## config.mk

```make
export PLATFORM = sky130hd
export DESIGN_NAME = three_band_envelope_noise_gate_top_flat
export DESIGN_NICKNAME = d
export VERILOG_FILES = /design/src/rtl/tbeng_pkg.sv /design/src/rtl/tbeng_if.sv /design/src/rtl/three_band_envelope_noise_gate_top.sv /design/src/flat_wrapper.sv
export SDC_FILE = /design/constraint.sdc
export NUM_CORES = 2
export LEC_CHECK = 0
export BUFFER_PORTS_ARGS = -buffer_cell sky130_fd_sc_hd__buf_2
export CORE_ASPECT_RATIO = 0.6
export CORE_MARGIN = 4
export CORE_UTILIZATION = 60
export CTS_CLUSTER_SIZE = 16
export DETAILED_ROUTE_END_ITERATION = 10
export GPL_TIMING_DRIVEN = 0
export PLACE_DENSITY = 0.87
export SYNTH_ARGS = -nofsm -noshare
export SYNTH_HDL_FRONTEND = slang
export SYNTH_SLANG_ARGS = --single-unit
export TNS_END_PERCENT = 5
```

## constraint.sdc

```tcl
create_clock -name clk -period 17.3 [get_ports clk]
set_clock_uncertainty 0.15 [all_clocks]
set_input_delay 0.865 -clock clk [delete_from_list [all_inputs] [get_ports clk]]
set_output_delay 0.865 -clock clk [all_outputs]
set_load 0.05 [all_outputs]
```

## src/rtl/tbeng_pkg.sv

```systemverilog
`timescale 1ns / 1ps
// Package for the three-band envelope noise gate: widths, constants, codes, microprogram.
package tbeng_pkg;

  localparam int FRAC_BITS = 15;
  localparam int VAL_W     = FRAC_BITS + 1;
  localparam int ENG_W     = FRAC_BITS + 2;
  localparam int LVL_W     = 18;
  localparam int CFG_W     = 17;
  localparam int IDX_W     = 3;
  localparam int CNT_W     = 4;
  localparam int SIZE_W    = 8;
  localparam int PC_W      = 6;

  localparam longint ONE_I  = longint'(1) << FRAC_BITS;
  localparam int K_SPAN     = int'((3 * ONE_I + 5) / 10);
  localparam int K_GATE_UP  = int'((8 * ONE_I + 50) / 100);
  localparam int K_GATE_DN  = int'((ONE_I + 5) / 10);

  // gate target: (excess << FRAC_BITS) / K_SPAN as excess * DIV_M >> DIV_S, exact below K_SPAN
  localparam int     DIV_S = 24;
  localparam longint DIV_M = ((longint'(1) << (DIV_S + FRAC_BITS)) + K_SPAN - 1) / K_SPAN;

  localparam int MA_W      = $clog2(DIV_M + 1);
  localparam int MB_W      = VAL_W;
  localparam int P_W       = MA_W + MB_W;

  localparam logic [VAL_W-1:0] ONE = VAL_W'(ONE_I);

  localparam int COUNT_K_LOW  = 6;
  localparam int COUNT_K_MID  = 5;
  localparam int COUNT_K_HIGH = 8;
  localparam int SHAPE_K_LOW  = 120;
  localparam int SHAPE_K_MID  = 100;
  localparam int SHAPE_K_HIGH = 60;
  localparam int SHAPE_B_LOW  = 20;
  localparam int SHAPE_B_MID  = 20;
  localparam int SHAPE_B_HIGH = 10;

  localparam logic [15:0]      RST_LOW_THR   = 16'd1966;
  localparam logic [15:0]      RST_MID_THR   = 16'd1475;
  localparam logic [15:0]      RST_HIGH_THR  = 16'd819;
  localparam logic [CFG_W-1:0] RST_FLOOR     = CFG_W'(13107);
  localparam logic [15:0]      RST_LOW_RATE  = 16'd1638;
  localparam logic [15:0]      RST_MID_RATE  = 16'd2294;
  localparam logic [15:0]      RST_HIGH_RATE = 16'd4915;
  localparam logic [15:0]      RST_ACTIVE    = 16'd655;

  typedef enum logic [IDX_W-1:0] {
    REG_LOW_THR, REG_MID_THR, REG_HIGH_THR, REG_NOISE_FLOOR,
    REG_LOW_RATE, REG_MID_RATE, REG_HIGH_RATE, REG_ACTIVE_LEVEL
  } reg_idx_t;

  typedef enum logic {CMD_LEVEL, CMD_TICK} cmd_t;
  typedef enum logic [1:0] {BAND_LOW, BAND_MID, BAND_HIGH, BAND_NONE} band_t;
  typedef enum logic [1:0] {SEL_LOW, SEL_MID, SEL_HIGH, SEL_GATE} sel_t;

  typedef enum logic [3:0] {
    OP_NOP, OP_LOAD_APP, OP_APPLY, OP_ENERGY, OP_DIV,
    OP_LOAD_CNT, OP_STORE_CNT, OP_LOAD_SHP, OP_STORE_SHP, OP_EMIT
  } op_t;

  typedef enum logic [1:0] {JC_NEXT, JC_SKIPDIV} jc_t;

  typedef struct packed {
    op_t             op;
    sel_t            sel;
    jc_t             jc;
    logic [PC_W-1:0] target;
  } uword_t;

  localparam logic [PC_W-1:0] ADDR_GATE = PC_W'(12);

  function automatic uword_t mk(input op_t op, input sel_t sel);
    uword_t w;
    w.op     = op;
    w.sel    = sel;
    w.jc     = JC_NEXT;
    w.target = '0;
    return w;
  endfunction

  // Tick program: smooth three bands, energy and gate target, gate, counts, sizes, emit.
  function automatic uword_t ucode(input logic [PC_W-1:0] addr);
    uword_t w;
    unique case (addr)
      PC_W'(0):  w = mk(OP_LOAD_APP,  SEL_LOW);
      PC_W'(1):  w = mk(OP_NOP,       SEL_LOW);
      PC_W'(2):  w = mk(OP_APPLY,     SEL_LOW);
      PC_W'(3):  w = mk(OP_LOAD_APP,  SEL_MID);
      PC_W'(4):  w = mk(OP_NOP,       SEL_MID);
      PC_W'(5):  w = mk(OP_APPLY,     SEL_MID);
      PC_W'(6):  w = mk(OP_LOAD_APP,  SEL_HIGH);
      PC_W'(7):  w = mk(OP_NOP,       SEL_HIGH);
      PC_W'(8):  w = mk(OP_APPLY,     SEL_HIGH);
      PC_W'(9):  begin
        w = mk(OP_ENERGY, SEL_GATE);
        w.jc = JC_SKIPDIV;
        w.target = ADDR_GATE;
      end
      PC_W'(10): w = mk(OP_NOP,       SEL_GATE);
      PC_W'(11): w = mk(OP_DIV,       SEL_GATE);
      PC_W'(12): w = mk(OP_LOAD_APP,  SEL_GATE);
      PC_W'(13): w = mk(OP_NOP,       SEL_GATE);
      PC_W'(14): w = mk(OP_APPLY,     SEL_GATE);
      PC_W'(15): w = mk(OP_LOAD_CNT,  SEL_LOW);
      PC_W'(16): w = mk(OP_NOP,       SEL_LOW);
      PC_W'(17): w = mk(OP_STORE_CNT, SEL_LOW);
      PC_W'(18): w = mk(OP_LOAD_CNT,  SEL_MID);
      PC_W'(19): w = mk(OP_NOP,       SEL_MID);
      PC_W'(20): w = mk(OP_STORE_CNT, SEL_MID);
      PC_W'(21): w = mk(OP_LOAD_CNT,  SEL_HIGH);
      PC_W'(22): w = mk(OP_NOP,       SEL_HIGH);
      PC_W'(23): w = mk(OP_STORE_CNT, SEL_HIGH);
      PC_W'(24): w = mk(OP_LOAD_SHP,  SEL_LOW);
      PC_W'(25): w = mk(OP_NOP,       SEL_LOW);
      PC_W'(26): w = mk(OP_STORE_SHP, SEL_LOW);
      PC_W'(27): w = mk(OP_LOAD_SHP,  SEL_MID);
      PC_W'(28): w = mk(OP_NOP,       SEL_MID);
      PC_W'(29): w = mk(OP_STORE_SHP, SEL_MID);
      PC_W'(30): w = mk(OP_LOAD_SHP,  SEL_HIGH);
      PC_W'(31): w = mk(OP_NOP,       SEL_HIGH);
      PC_W'(32): w = mk(OP_STORE_SHP, SEL_HIGH);
      default:   w = mk(OP_EMIT,      SEL_GATE);
    endcase
    return w;
  endfunction

endpackage

```

## src/rtl/tbeng_if.sv

```systemverilog
`timescale 1ns / 1ps
// Valid/ready channel interfaces for input items and result items.
interface tbeng_in_if;
  logic                            valid;
  logic                            ready;
  logic                            cmd;
  logic [1:0]                      band;
  logic signed [tbeng_pkg::LVL_W-1:0] level;
  modport source (output valid, cmd, band, level, input ready);
  modport sink   (input valid, cmd, band, level, output ready);
endinterface

interface tbeng_out_if;
  logic                            valid;
  logic                            ready;
  logic [tbeng_pkg::VAL_W-1:0]     gate_level;
  logic                            active;
  logic [2:0]                      low_count;
  logic [2:0]                      mid_count;
  logic [3:0]                      high_count;
  logic [7:0]                      low_radius;
  logic [6:0]                      mid_side;
  logic [6:0]                      high_half;
  modport source (output valid, gate_level, active, low_count, mid_count, high_count,
                  low_radius, mid_side, high_half, input ready);
  modport sink   (input valid, gate_level, active, low_count, mid_count, high_count,
                  low_radius, mid_side, high_half, output ready);
endinterface

```

## src/rtl/three_band_envelope_noise_gate_top.sv

```systemverilog
`timescale 1ns / 1ps
// Three-band envelope follower with energy noise gate. A level update item yields no
// result. A tick item runs a microprogram on a shared registered multiplier, skipping the
// reciprocal multiply that divides by 0.3 when the gate closes or its target saturates;
// its result then waits in the output register until taken. No new item is taken while a
// tick runs; items are taken while a result waits. Configuration is written by the user
// only while idle; the block itself does not enforce it.
module three_band_envelope_noise_gate_top (
  input  logic                           clk,
  input  logic                           rst,
  input  logic                           cfg_wr_en,
  input  logic [tbeng_pkg::IDX_W-1:0]    cfg_index,
  input  logic [tbeng_pkg::CFG_W-1:0]    cfg_data,
  tbeng_in_if.sink                       in_ch,
  tbeng_out_if.source                    out_ch
);

  localparam int VAL_W = tbeng_pkg::VAL_W;
  localparam int FB    = tbeng_pkg::FRAC_BITS;

  // configuration
  logic [15:0]                  thr [3];
  logic [15:0]                  rate [3];
  logic [tbeng_pkg::CFG_W-1:0]  noise_floor;
  logic [15:0]                  active_level;

  // state
  logic [VAL_W-1:0] held [3];
  logic [VAL_W-1:0] smooth [3];
  logic [VAL_W-1:0] gate;

  // sequencer and datapath
  logic                           running;
  logic [tbeng_pkg::PC_W-1:0]     pc;
  tbeng_pkg::uword_t              uw;
  logic [tbeng_pkg::MA_W-1:0]     mul_a;
  logic [tbeng_pkg::MB_W-1:0]     mul_b;
  logic [tbeng_pkg::P_W-1:0]      prod;
  logic                           dir;
  logic                           gate_up;
  logic [VAL_W-1:0]               quo;
  logic [tbeng_pkg::CNT_W-1:0]    cnt_r [3];
  logic [tbeng_pkg::SIZE_W-1:0]   size_r [3];

  // output register
  logic                           out_valid;
  logic [VAL_W-1:0]               o_gate;
  logic                           o_active;
  logic [2:0]                     o_low_cnt;
  logic [2:0]                     o_mid_cnt;
  logic [3:0]                     o_high_cnt;
  logic [7:0]                     o_radius;
  logic [6:0]                     o_side;
  logic [6:0]                     o_half;

  // combinational
  logic                           in_acc;
  logic                           out_load;
  logic [tbeng_pkg::LVL_W-2:0]    lvl_mag;
  logic [VAL_W-1:0]               lvl_clamp;
  logic [VAL_W-1:0]               sm_sel;
  logic [VAL_W-1:0]               held_sel;
  logic [15:0]                    rate_sel;
  logic [VAL_W-1:0]               base;
  logic [VAL_W-1:0]               goal;
  logic [VAL_W-1:0]               frac;
  logic                           dir_c;
  logic [VAL_W-1:0]               mag;
  logic [VAL_W-1:0]               step;
  logic [VAL_W-1:0]               apply_val;
  logic [tbeng_pkg::MA_W-1:0]     cnt_k;
  logic [tbeng_pkg::MB_W-1:0]     shp_k;
  logic [tbeng_pkg::SIZE_W-1:0]   shp_b;
  logic [tbeng_pkg::ENG_W-1:0]    energy;
  logic [tbeng_pkg::ENG_W-1:0]    excess;
  logic                           up_c;
  logic                           sat_c;
  logic                           act_c;
  logic [1:0]                     bidx;

  assign uw           = tbeng_pkg::ucode(pc);
  assign in_ch.ready  = !running;
  assign in_acc       = in_ch.valid && !running;
  assign out_load     = running && (uw.op == tbeng_pkg::OP_EMIT) &&
                        (!out_valid || out_ch.ready);

  assign lvl_mag   = in_ch.level[tbeng_pkg::LVL_W-2:0];
  assign lvl_clamp = in_ch.level[tbeng_pkg::LVL_W-1] ? '0 :
                     (lvl_mag > (tbeng_pkg::LVL_W-1)'(tbeng_pkg::ONE)) ? tbeng_pkg::ONE :
                     lvl_mag[VAL_W-1:0];
  assign bidx      = in_ch.band;

  always_comb begin
    sm_sel   = '0;
    held_sel = '0;
    rate_sel = '0;
    cnt_k    = '0;
    shp_k    = '0;
    shp_b    = '0;
    unique case (uw.sel)
      tbeng_pkg::SEL_LOW: begin
        sm_sel   = smooth[0];
        held_sel = held[0];
        rate_sel = rate[0];
        cnt_k    = tbeng_pkg::MA_W'(tbeng_pkg::COUNT_K_LOW);
        shp_k    = tbeng_pkg::MB_W'(tbeng_pkg::SHAPE_K_LOW);
        shp_b    = tbeng_pkg::SIZE_W'(tbeng_pkg::SHAPE_B_LOW);
      end
      tbeng_pkg::SEL_MID: begin
        sm_sel   = smooth[1];
        held_sel = held[1];
        rate_sel = rate[1];
        cnt_k    = tbeng_pkg::MA_W'(tbeng_pkg::COUNT_K_MID);
        shp_k    = tbeng_pkg::MB_W'(tbeng_pkg::SHAPE_K_MID);
        shp_b    = tbeng_pkg::SIZE_W'(tbeng_pkg::SHAPE_B_MID);
      end
      tbeng_pkg::SEL_HIGH: begin
        sm_sel   = smooth[2];
        held_sel = held[2];
        rate_sel = rate[2];
        cnt_k    = tbeng_pkg::MA_W'(tbeng_pkg::COUNT_K_HIGH);
        shp_k    = tbeng_pkg::MB_W'(tbeng_pkg::SHAPE_K_HIGH);
        shp_b    = tbeng_pkg::SIZE_W'(tbeng_pkg::SHAPE_B_HIGH);
      end
      default: begin
      end
    endcase
  end

  always_comb begin
    if (uw.sel == tbeng_pkg::SEL_GATE) begin
      base = gate;
      goal = gate_up ? quo : '0;
      frac = gate_up ? VAL_W'(tbeng_pkg::K_GATE_UP) : VAL_W'(tbeng_pkg::K_GATE_DN);
    end else begin
      base = sm_sel;
      goal = held_sel;
      frac = (rate_sel > 16'(tbeng_pkg::ONE)) ? tbeng_pkg::ONE : VAL_W'(rate_sel);
    end
  end

  assign dir_c     = goal >= base;
  assign mag       = dir_c ? goal - base : base - goal;
  assign step      = prod[FB +: VAL_W];
  assign apply_val = dir ? base + step : base - step;

  assign energy = tbeng_pkg::ENG_W'(smooth[0]) + tbeng_pkg::ENG_W'(smooth[1]) +
                  tbeng_pkg::ENG_W'(smooth[2]);
  assign up_c   = energy > noise_floor;
  assign excess = energy - noise_floor;
  assign sat_c  = excess >= tbeng_pkg::ENG_W'(tbeng_pkg::K_SPAN);
  assign act_c  = gate > active_level;

  always_ff @(posedge clk) begin
    prod <= mul_a * mul_b;

    if (rst) begin
      thr[0]       <= tbeng_pkg::RST_LOW_THR;
      thr[1]       <= tbeng_pkg::RST_MID_THR;
      thr[2]       <= tbeng_pkg::RST_HIGH_THR;
      noise_floor  <= tbeng_pkg::RST_FLOOR;
      rate[0]      <= tbeng_pkg::RST_LOW_RATE;
      rate[1]      <= tbeng_pkg::RST_MID_RATE;
      rate[2]      <= tbeng_pkg::RST_HIGH_RATE;
      active_level <= tbeng_pkg::RST_ACTIVE;
      for (int i = 0; i < 3; i++) begin
        held[i]   <= '0;
        smooth[i] <= '0;
      end
      gate      <= '0;
      running   <= 1'b0;
      pc        <= '0;
      out_valid <= 1'b0;
    end else begin
      if (cfg_wr_en) begin
        unique case (tbeng_pkg::reg_idx_t'(cfg_index))
          tbeng_pkg::REG_LOW_THR:      thr[0]       <= cfg_data[15:0];
          tbeng_pkg::REG_MID_THR:      thr[1]       <= cfg_data[15:0];
          tbeng_pkg::REG_HIGH_THR:     thr[2]       <= cfg_data[15:0];
          tbeng_pkg::REG_NOISE_FLOOR:  noise_floor  <= cfg_data;
          tbeng_pkg::REG_LOW_RATE:     rate[0]      <= cfg_data[15:0];
          tbeng_pkg::REG_MID_RATE:     rate[1]      <= cfg_data[15:0];
          tbeng_pkg::REG_HIGH_RATE:    rate[2]      <= cfg_data[15:0];
          tbeng_pkg::REG_ACTIVE_LEVEL: active_level <= cfg_data[15:0];
          default: begin
          end
        endcase
      end

      if (out_valid && out_ch.ready && !out_load) begin
        out_valid <= 1'b0;
      end

      if (in_acc) begin
        if (in_ch.cmd == tbeng_pkg::CMD_TICK) begin
          running <= 1'b1;
          pc      <= '0;
        end else if (bidx != tbeng_pkg::BAND_NONE) begin
          held[bidx] <= (lvl_clamp > thr[bidx]) ? lvl_clamp : '0;
        end
      end

      if (running) begin
        case (uw.op)
          tbeng_pkg::OP_LOAD_APP: begin
            mul_a <= tbeng_pkg::MA_W'(mag);
            mul_b <= frac;
            dir   <= dir_c;
          end
          tbeng_pkg::OP_APPLY: begin
            if (uw.sel == tbeng_pkg::SEL_GATE) begin
              gate <= apply_val;
            end else begin
              smooth[uw.sel] <= apply_val;
            end
          end
          tbeng_pkg::OP_ENERGY: begin
            gate_up <= up_c;
            quo     <= sat_c ? tbeng_pkg::ONE : '0;
            mul_a   <= tbeng_pkg::MA_W'(tbeng_pkg::DIV_M);
            mul_b   <= excess[tbeng_pkg::MB_W-1:0];
          end
          tbeng_pkg::OP_DIV: begin
            quo <= prod[tbeng_pkg::DIV_S +: VAL_W];
          end
          tbeng_pkg::OP_LOAD_CNT: begin
            mul_a <= tbeng_pkg::MA_W'(sm_sel) * cnt_k;
            mul_b <= gate;
          end
          tbeng_pkg::OP_STORE_CNT: begin
            cnt_r[uw.sel] <= prod[2*FB +: tbeng_pkg::CNT_W];
          end
          tbeng_pkg::OP_LOAD_SHP: begin
            mul_a <= tbeng_pkg::MA_W'(sm_sel);
            mul_b <= shp_k;
          end
          tbeng_pkg::OP_STORE_SHP: begin
            size_r[uw.sel] <= shp_b + prod[FB +: tbeng_pkg::SIZE_W];
          end
          default: begin
          end
        endcase

        if (uw.op == tbeng_pkg::OP_EMIT) begin
          if (out_load) begin
            running    <= 1'b0;
            out_valid  <= 1'b1;
            o_gate     <= gate;
            o_active   <= act_c;
            o_low_cnt  <= act_c ? cnt_r[0][2:0] : '0;
            o_mid_cnt  <= act_c ? cnt_r[1][2:0] : '0;
            o_high_cnt <= act_c ? cnt_r[2] : '0;
            o_radius   <= size_r[0];
            o_side     <= size_r[1][6:0];
            o_half     <= size_r[2][6:0];
          end
        end else begin
          unique case (uw.jc)
            tbeng_pkg::JC_SKIPDIV: pc <= (up_c && !sat_c) ? pc + 1'b1 : uw.target;
            default:               pc <= pc + 1'b1;
          endcase
        end
      end
    end
  end

  assign out_ch.valid      = out_valid;
  assign out_ch.gate_level = o_gate;
  assign out_ch.active     = o_active;
  assign out_ch.low_count  = o_low_cnt;
  assign out_ch.mid_count  = o_mid_cnt;
  assign out_ch.high_count = o_high_cnt;
  assign out_ch.low_radius = o_radius;
  assign out_ch.mid_side   = o_side;
  assign out_ch.high_half  = o_half;

endmodule
```

## src/flat_wrapper.sv

```systemverilog
// flat-port wrapper written by rule: the top's interface ports become plain ports
module three_band_envelope_noise_gate_top_flat 
  (clk, rst, cfg_wr_en, cfg_index, cfg_data, in_ch_valid, in_ch_cmd, in_ch_band, in_ch_level, in_ch_ready, out_ch_valid, out_ch_gate_level, out_ch_active, out_ch_low_count, out_ch_mid_count, out_ch_high_count, out_ch_low_radius, out_ch_mid_side, out_ch_high_half, out_ch_ready);
  tbeng_in_if in_ch_i ();
  tbeng_out_if out_ch_i ();
  input  logic clk;
  input  logic rst;
  input  logic cfg_wr_en;
  input  logic [tbeng_pkg::IDX_W-1:0] cfg_index;
  input  logic [tbeng_pkg::CFG_W-1:0] cfg_data;
  input wire logic [$bits(in_ch_i.valid)-1:0] in_ch_valid;
  input wire logic [$bits(in_ch_i.cmd)-1:0] in_ch_cmd;
  input wire logic [$bits(in_ch_i.band)-1:0] in_ch_band;
  input wire logic [$bits(in_ch_i.level)-1:0] in_ch_level;
  output wire logic [$bits(in_ch_i.ready)-1:0] in_ch_ready;
  output wire logic [$bits(out_ch_i.valid)-1:0] out_ch_valid;
  output wire logic [$bits(out_ch_i.gate_level)-1:0] out_ch_gate_level;
  output wire logic [$bits(out_ch_i.active)-1:0] out_ch_active;
  output wire logic [$bits(out_ch_i.low_count)-1:0] out_ch_low_count;
  output wire logic [$bits(out_ch_i.mid_count)-1:0] out_ch_mid_count;
  output wire logic [$bits(out_ch_i.high_count)-1:0] out_ch_high_count;
  output wire logic [$bits(out_ch_i.low_radius)-1:0] out_ch_low_radius;
  output wire logic [$bits(out_ch_i.mid_side)-1:0] out_ch_mid_side;
  output wire logic [$bits(out_ch_i.high_half)-1:0] out_ch_high_half;
  input wire logic [$bits(out_ch_i.ready)-1:0] out_ch_ready;
  assign in_ch_i.valid = in_ch_valid;
  assign in_ch_i.cmd = in_ch_cmd;
  assign in_ch_i.band = in_ch_band;
  assign in_ch_i.level = in_ch_level;
  assign in_ch_ready = in_ch_i.ready;
  assign out_ch_valid = out_ch_i.valid;
  assign out_ch_gate_level = out_ch_i.gate_level;
  assign out_ch_active = out_ch_i.active;
  assign out_ch_low_count = out_ch_i.low_count;
  assign out_ch_mid_count = out_ch_i.mid_count;
  assign out_ch_high_count = out_ch_i.high_count;
  assign out_ch_low_radius = out_ch_i.low_radius;
  assign out_ch_mid_side = out_ch_i.mid_side;
  assign out_ch_high_half = out_ch_i.high_half;
  assign out_ch_i.ready = out_ch_ready;
  three_band_envelope_noise_gate_top u_core (.clk(clk), .rst(rst), .cfg_wr_en(cfg_wr_en), .cfg_index(cfg_index), .cfg_data(cfg_data), .in_ch(in_ch_i), .out_ch(out_ch_i));
endmodule
```

Yosys cells after proc, flatten, opt, wreduce, memory -nomap -nowiden --
Memory sizes are Yosys's and may differ from the RTL's. A register that Yosys moved wholly into a read port is not among the register bits. Index checks and enable logic that the tools add are counted.
Word-level totals: output and inout bits 51, memory bits (read-only) 576, bits in registers 174, memories kept 7, logic and storage cells 189, RAM bits 228, input port bits 46
Operators by class: order comparisons 7, bitwise gates (word level) 7, eq/ne operators 21, add/sub/neg operators 9, multiply operators 2, reductions and logical operators 29, multiplexer cells 93
Memory list:
- (no name shown) | depth 64, bits a word 9, read ports 1, clocked after Yosys merged registers in 1, write ports 0, line tbeng_pkg.sv:86 | unique case (addr)
- u_core.held | depth 3, bits a word 16, read ports 3, clocked after Yosys merged registers in 0, write ports 3, line three_band_envelope_noise_gate_top.sv:28 | logic [VAL_W-1:0] held [3];
- u_core.rate | depth 3, bits a word 16, read ports 3, clocked after Yosys merged registers in 0, write ports 3, line three_band_envelope_noise_gate_top.sv:23 | logic [15:0] rate [3];
- u_core.smooth | depth 3, bits a word 16, read ports 3, clocked after Yosys merged registers in 0, write ports 3, line three_band_envelope_noise_gate_top.sv:29 | logic [VAL_W-1:0] smooth [3];
- u_core.thr | depth 3, bits a word 16, read ports 1, clocked after Yosys merged registers in 0, write ports 3, line three_band_envelope_noise_gate_top.sv:22 | logic [15:0] thr [3];
- u_core.size_r | depth 3, bits a word 8, read ports 3, clocked after Yosys merged registers in 3, write ports 1, line three_band_envelope_noise_gate_top.sv:43 | logic [tbeng_pkg::SIZE_W-1:0] size_r [3];
- +1 memories
Operators with widths (count):
- $mux 16 | 19
- $pmux 16 s3 | 3
- $pmux 26 s4 | 1
- $pmux 16 s4 | 1
- $mux 1 | 55
- $sub 16x16->16 | 3
- $mux 6 | 7
- $mul 26x16->40 | 1
- $gt 16x16->1 | 2
- $pmux 16 s2 | 1
- $reduce_or 16->1 | 2
- $pmux 7 s3 | 1
- $mul 16x4->20 | 1
- $add 16x16->17 | 1
- $add 17x16->17 | 1
- $ge 17x14->1 const B | 1
- $gt 17x16->1 const B | 1
- $gt 17x17->1 | 1
- $sub 17x17->17 | 1
- $add 16x16->16 | 1
- $eq 4x3->1 const B | 4
- $ge 16x16->1 | 1
- $gt 16x16->1 const B | 1
- $reduce_and 3->1 | 5
- 27 further kinds | 53

Logic depth before layout (Yosys ltp) --
An unclocked memory read counts as a cell.
depth in word-level cells 12, gate-level depth with buffers 29, mapped depth without buffers 29

Worst setup path before layout --
No wires, ideal clock.
kind flip-flop to flip-flop, start point register u_core.mul_b[1] (netlist bit), end point register u_core.prod[39] (netlist bit), data required time 17.078 ns, period minus slack after synthesis 6.685 ns, slack 10.615 ns, arrival time 6.463 ns, buffers on the path 2, cell stages (with the launch flop) 27, setup time 0.072 ns, path through edfxtp_1 > clkbuf_1 > clkbuf_1 > nand2_1 > fa_1 > inv_1 > fa_1 > inv_1 > fa_1 > fa_1 > inv_1 > fa_1 > inv_1 > fa_1 > inv_1 > ha_1 > o21a_1 > o211ai_1 > a21oi_1 > o211a_1 > a21o_1 > a41o_1 > a21oi_1 > a31oi_1 > a211o_1 > a21oi_1 > xnor2_1
Between the ends: cells in the longest elaborated chain, start to end 1
Ends and longest elaborated chain:
- start, declared | line three_band_envelope_noise_gate_top.sv:37 | logic [tbeng_pkg::MB_W-1:0] mul_b;
- start signal, assigned | line three_band_envelope_noise_gate_top.sv:207 | mul_b <= frac;
- start signal, assigned | line three_band_envelope_noise_gate_top.sv:221 | mul_b <= excess[tbeng_pkg::MB_W-1:0];
- start signal, assigned | line three_band_envelope_noise_gate_top.sv:228 | mul_b <= gate;
- $mul 26x16->40 | line three_band_envelope_noise_gate_top.sv:155 | prod <= mul_a * mul_b;
- end signal, assigned | line three_band_envelope_noise_gate_top.sv:155
- end, declared | line three_band_envelope_noise_gate_top.sv:38 | logic [tbeng_pkg::P_W-1:0] prod;
No other way between the ends. A chain may end at the register's enable or synchronous reset.

Final worst setup path --
start point register, netlist name u_core.uw[9], end point register u_core.mul_a[14] (netlist bit) (data pin)
Between the ends: cells in the longest elaborated chain, start to end 6, elaborated cells on any way between the ends 15, classes of those cells 2 x add/sub; 1 x mul; 1 x order compare; 3 x eq/ne; 7 x mux; 1 x reduce/logical
Ends and longest elaborated chain:
- branches (longest 5 deep; another with $mul 16x4->20)
- $pmux 26 s4 (*) | line three_band_envelope_noise_gate_top.sv:204 | case (uw.op)
- end signal, assigned | line three_band_envelope_noise_gate_top.sv:206 | mul_a <= tbeng_pkg::MA_W'(mag);
- end signal, assigned | line three_band_envelope_noise_gate_top.sv:220 | mul_a <= tbeng_pkg::MA_W'(tbeng_pkg::DIV_M);
- end signal, assigned | line three_band_envelope_noise_gate_top.sv:227 | mul_a <= tbeng_pkg::MA_W'(sm_sel) * cnt_k;
- end, declared | line three_band_envelope_noise_gate_top.sv:36 | logic [tbeng_pkg::MA_W-1:0] mul_a;
Every way passes the cells marked *. The select of a mux whose other input is x is not followed.

==> out/summary.txt <==
VDD IR max - 0.1820 mV
Initial Utilization - 0.6107
Synth-to-layout area growth - 7.773%
Setup crit end kind - flop
Root buffer cell - clkbuf_16
Largest net degree at the start of global routing - 35
Gate power share - 0.579
FILL cells - 4466
Slowest CP cell - clkbuf_1
Sequential cell area - 11630 um2
FMAX - 114.0 MHz
Number of port buffers - 92
Failing checks - capacitance limit, slew limit
Initial DRC count - 4488
ANT nets after route - 0
Post-Synth Adder-Cell Area - 0.2939
Die width - 321.3 um
Top FF cell, synth - edfxtp_1
Clock transition at path regs - 0.07 ns
Post-synth EDFFs - 328
DRC errors left - 0
CORE AREA - 57860 um2
WP data required - 17.43 ns
Commonest cells after routing, fill and taps aside - inv_1 (483), nand2_1 (430), fa_1 (350), edfxtp_1 (328), ha_1 (270)
Fin crit period - 8.770 ns
Most common cell on crit path - clkbuf_1
Synth cell types - 97
Vias/cell - 6.272
Clock power frac - 0.172
Final core utilization - 0.6582
Largest family of logic cells by synthesized area - adder cells
CTS tree - yes
Worst Tran Pin Value - 1.518 ns
Drt pass-1 iters - 10
Commonest non-fill, non-tap cell in the layout - inv_1
Yosys reg bits - 417
GPL Wtd Cong - 1.063
Switching part of the total power - 0.4464
Simple-gate share of the synthesized area - 0.1599
Final Max Slew Viols - 4
Nets - 4354
Switch Pwr - 2.304 mW
Seq/Total Area, Yosys - 0.3292
Area of the multi-input gates - 21260 um2
Synthesized area - 35330 um2
Yosys warns - 0
Die area - 62960 um2
Worst Setup Start Kind - flop
Via count - 28.14k
Mux contribution to synthesized area - 0.01462
Met3 global-route usage - 0.1756
Row count - 68
Critical path arrival - 8.90 ns
H-tree depth - 2
Largest delay contributor family on the critical path - buffers and inverters
WP buf/inv - 7
Post-synthesis async set-or-reset flop share - 0
Total Wirelength - 110100 um
Status - finished with violations
Average size of a mapped cell - 9.942 um2
Compound-Gate Fraction of Synth Area - 0.1058
Clock sinks - 417
Sequential fraction of design power - 0.249
Slowest stage delay, CP - 0.69 ns
Final Hold Fails - 0
Global routing met1 resource utilization - 0.5296
Slew margin rel. - -0.02157
Unrepaired setup endpoints after global routing - no
Hold WC Path Type - reg2reg
Period utilisation layout - 0.5069
Gr ovfl total - 0
P per Cell Area - 135.5 nW/um2
Num ports - 97
TNS Setup - 0 ns
Global-route wire length before repair - 165100 um
Post-CTS setup buffer count - 0
CTS Hold Bufs - 0
Initial antenna violation count - 6
Gr busiest metal - met1
CP max FO - 10
Syn_nets - 4220
Gate Count Post-Synth - 3554
FF-to-FF setup slack - 8.53 ns
Post-detail-place hpwl - 88670 um
Met2 Usage GRT - 0.4458
Largest buffer count on any clock path - 3
Internal Power - 2.857 mW
Number of global-route vias before repair - 26.96k
Clock Latency Late Sink - 0.58 ns
Critical path class - reg2reg
TritonCTS Buffers - 36
Total GRT Usage - 0.3492
DR WL/cell - 24.53 um
Final setup fails - 0
Max Cap Violations - 1
Post-CTS sizing - 0
Layout cell share with drive strength beyond 1 - 0.05303
XOR/XNOR Fraction of Synth Area - 0.02677
LEAKAGE - 16.98 nW
Die Height - 196.0 um
cell families after synthesis:
group           Yosys count
compound gates          548
xor+xnor                108
fa+ha+maj               620
buf+inv                 641
flops                   417
mux                      51
simple gates           1169
through the flow:
stage / cell area (um2) / setup WS [ns] / hold WS, ns / cells / total power [mW]
2_1_floorplan: 35330 / 10.61 / 0.2500 / 3554 / 3.313
3_3_place_gp: 36760 / 8.938 / 0.2527 / 4416 / 4.082
3_5_place_dp: 36830 / 9.069 / 0.2545 / 4419 / 4.179
4_1_cts: 38070 / 9.012 / 0.2698 / 4484 / 5.061
5_1_grt: 38080 / 8.342 / 0.2733 / 4485 / 5.504
6_report: 38080 / 8.530 / 0.2680 / 4487 / 5.160
state kept, by name, summed over array words and instances, names as in the netlist, 3 cells and up:
signal	flops
u_core.quo	16
u_core.prod	25
out_ch_mid_side	7
out_ch_high_count	4
u_core.uw	7
u_core.mul_b	16
u_core.noise_floor	17
out_ch_low_radius	8
u_core.mul_a	21
u_core.held	48
out_ch_mid_count	3
out_ch_low_count	3
u_core.out_ch.gate_level	16
u_core.rate	48
out_ch_high_half	7
u_core.cnt_r	10
u_core.size_r	22
u_core.active_level	16
u_core.thr	48
u_core.pc	6
u_core.smooth	48
u_core.gate	16
per-layer routing:
metal  wire length [um]  part of all wire  up-vias
met2              41170              0.37     2126
met3              21060              0.19      220
li1                   -                 -    12140
met1              45280              0.41    13650
met4               2272             0.021       12
met5                270            0.0025        -
worst register-to-register path: stages (launching register included):
cell      delay [ns]
dfxtp_1         0.39
inv_1           0.17
ha_1            0.18
clkbuf_1        0.41
clkbuf_1        0.70
buf_1           0.60
buf_1           0.53
a222oi_1        0.36
nand2_1         0.18
a21boi_0        0.43
ha_1            0.24
inv_1           0.07
fa_1            0.41
a21o_1          0.20
a21o_1          0.19
a21oi_1         0.25
o21ai_0         0.16
a41o_1          0.34
a311o_1         0.43
nand2_1         0.30
clkbuf_1        0.64
o211ai_1        0.20
o311ai_0        0.28
nand3_1         0.23
xnor2_1         0.33
a21oi_1         0.12
synth_stat cells (all sizes together), types with 10 or more instances:
master  number  area, um2
inv        483       1813
nand2      430       1614
fa         350       7007
edfxtp     328       9849
ha         270       3378
and2       250       1567
nor2       230      863.3
a21oi      184      924.6
clkbuf     137      514.2
dfxtp       89       1782
xnor2       66      578.1
o21ai       64      327.8
a21o        63      474.2
mux2i       49      494.2
nand2b      46      287.8
nor3        42      226.5
xor2        42      367.9
a222oi      35      350.3
nand3       35      175.2
and3        32      201.5
a211oi      21      167.7
o21a        20      157.6
nor2b       17      106.4
o211ai      17      127.6
o21bai      17      127.6
buf         16      107.6
nand4       16      100.1
nor4        16      100.1
a22oi       15      112.6
or3         15      98.84
a211o       14      122.6
nand3b      12      90.09
o22ai       12      75.07
o221ai      10      87.58
or2         10      65.07
path summary, 6_finish.rpt:
| kind | startpoint | to | cells after the start |
|---|---|---|---|
| worst max register to register | u_core.uw[9] | u_core.mul_a[14] | 25 |
| worst min-delay path | u_core.size_r[1][1] | out_ch_mid_side[1] | 0 |
| worst max-delay path | u_core.uw[9] | u_core.mul_a[14] | 25 |
| worst min register to register | u_core.size_r[1][1] | out_ch_mid_side[1] | 0 |
power by group through the flow:
| stage | Clock [mW] | Combinational, mW | Sequential (mW) |
|---|---|---|---|
| finish | 0.885 | 2.99 | 1.29 |
| detailed placement | 0 | 2.88 | 1.30 |
| floorplan | 0 | 2.06 | 1.26 |
| CTS | 0.879 | 2.90 | 1.28 |
| global route | 0.922 | 3.29 | 1.29 |
| global placement | 0 | 2.78 | 1.30 |
layout make-up:
type                    instances  share of cell area
plain buffers                 155             0.01689
repair buffers                 96             0.01367
well taps                     770             0.02530
clock inverters                20            0.007426
clock buffers                  45             0.02507
inverters                     486             0.04791
multi-input cells            2496              0.5582
diodes                          2           0.0001314
flip-flops and latches        417              0.3054
No activity file was read; power rests on OpenSTA's default activity.
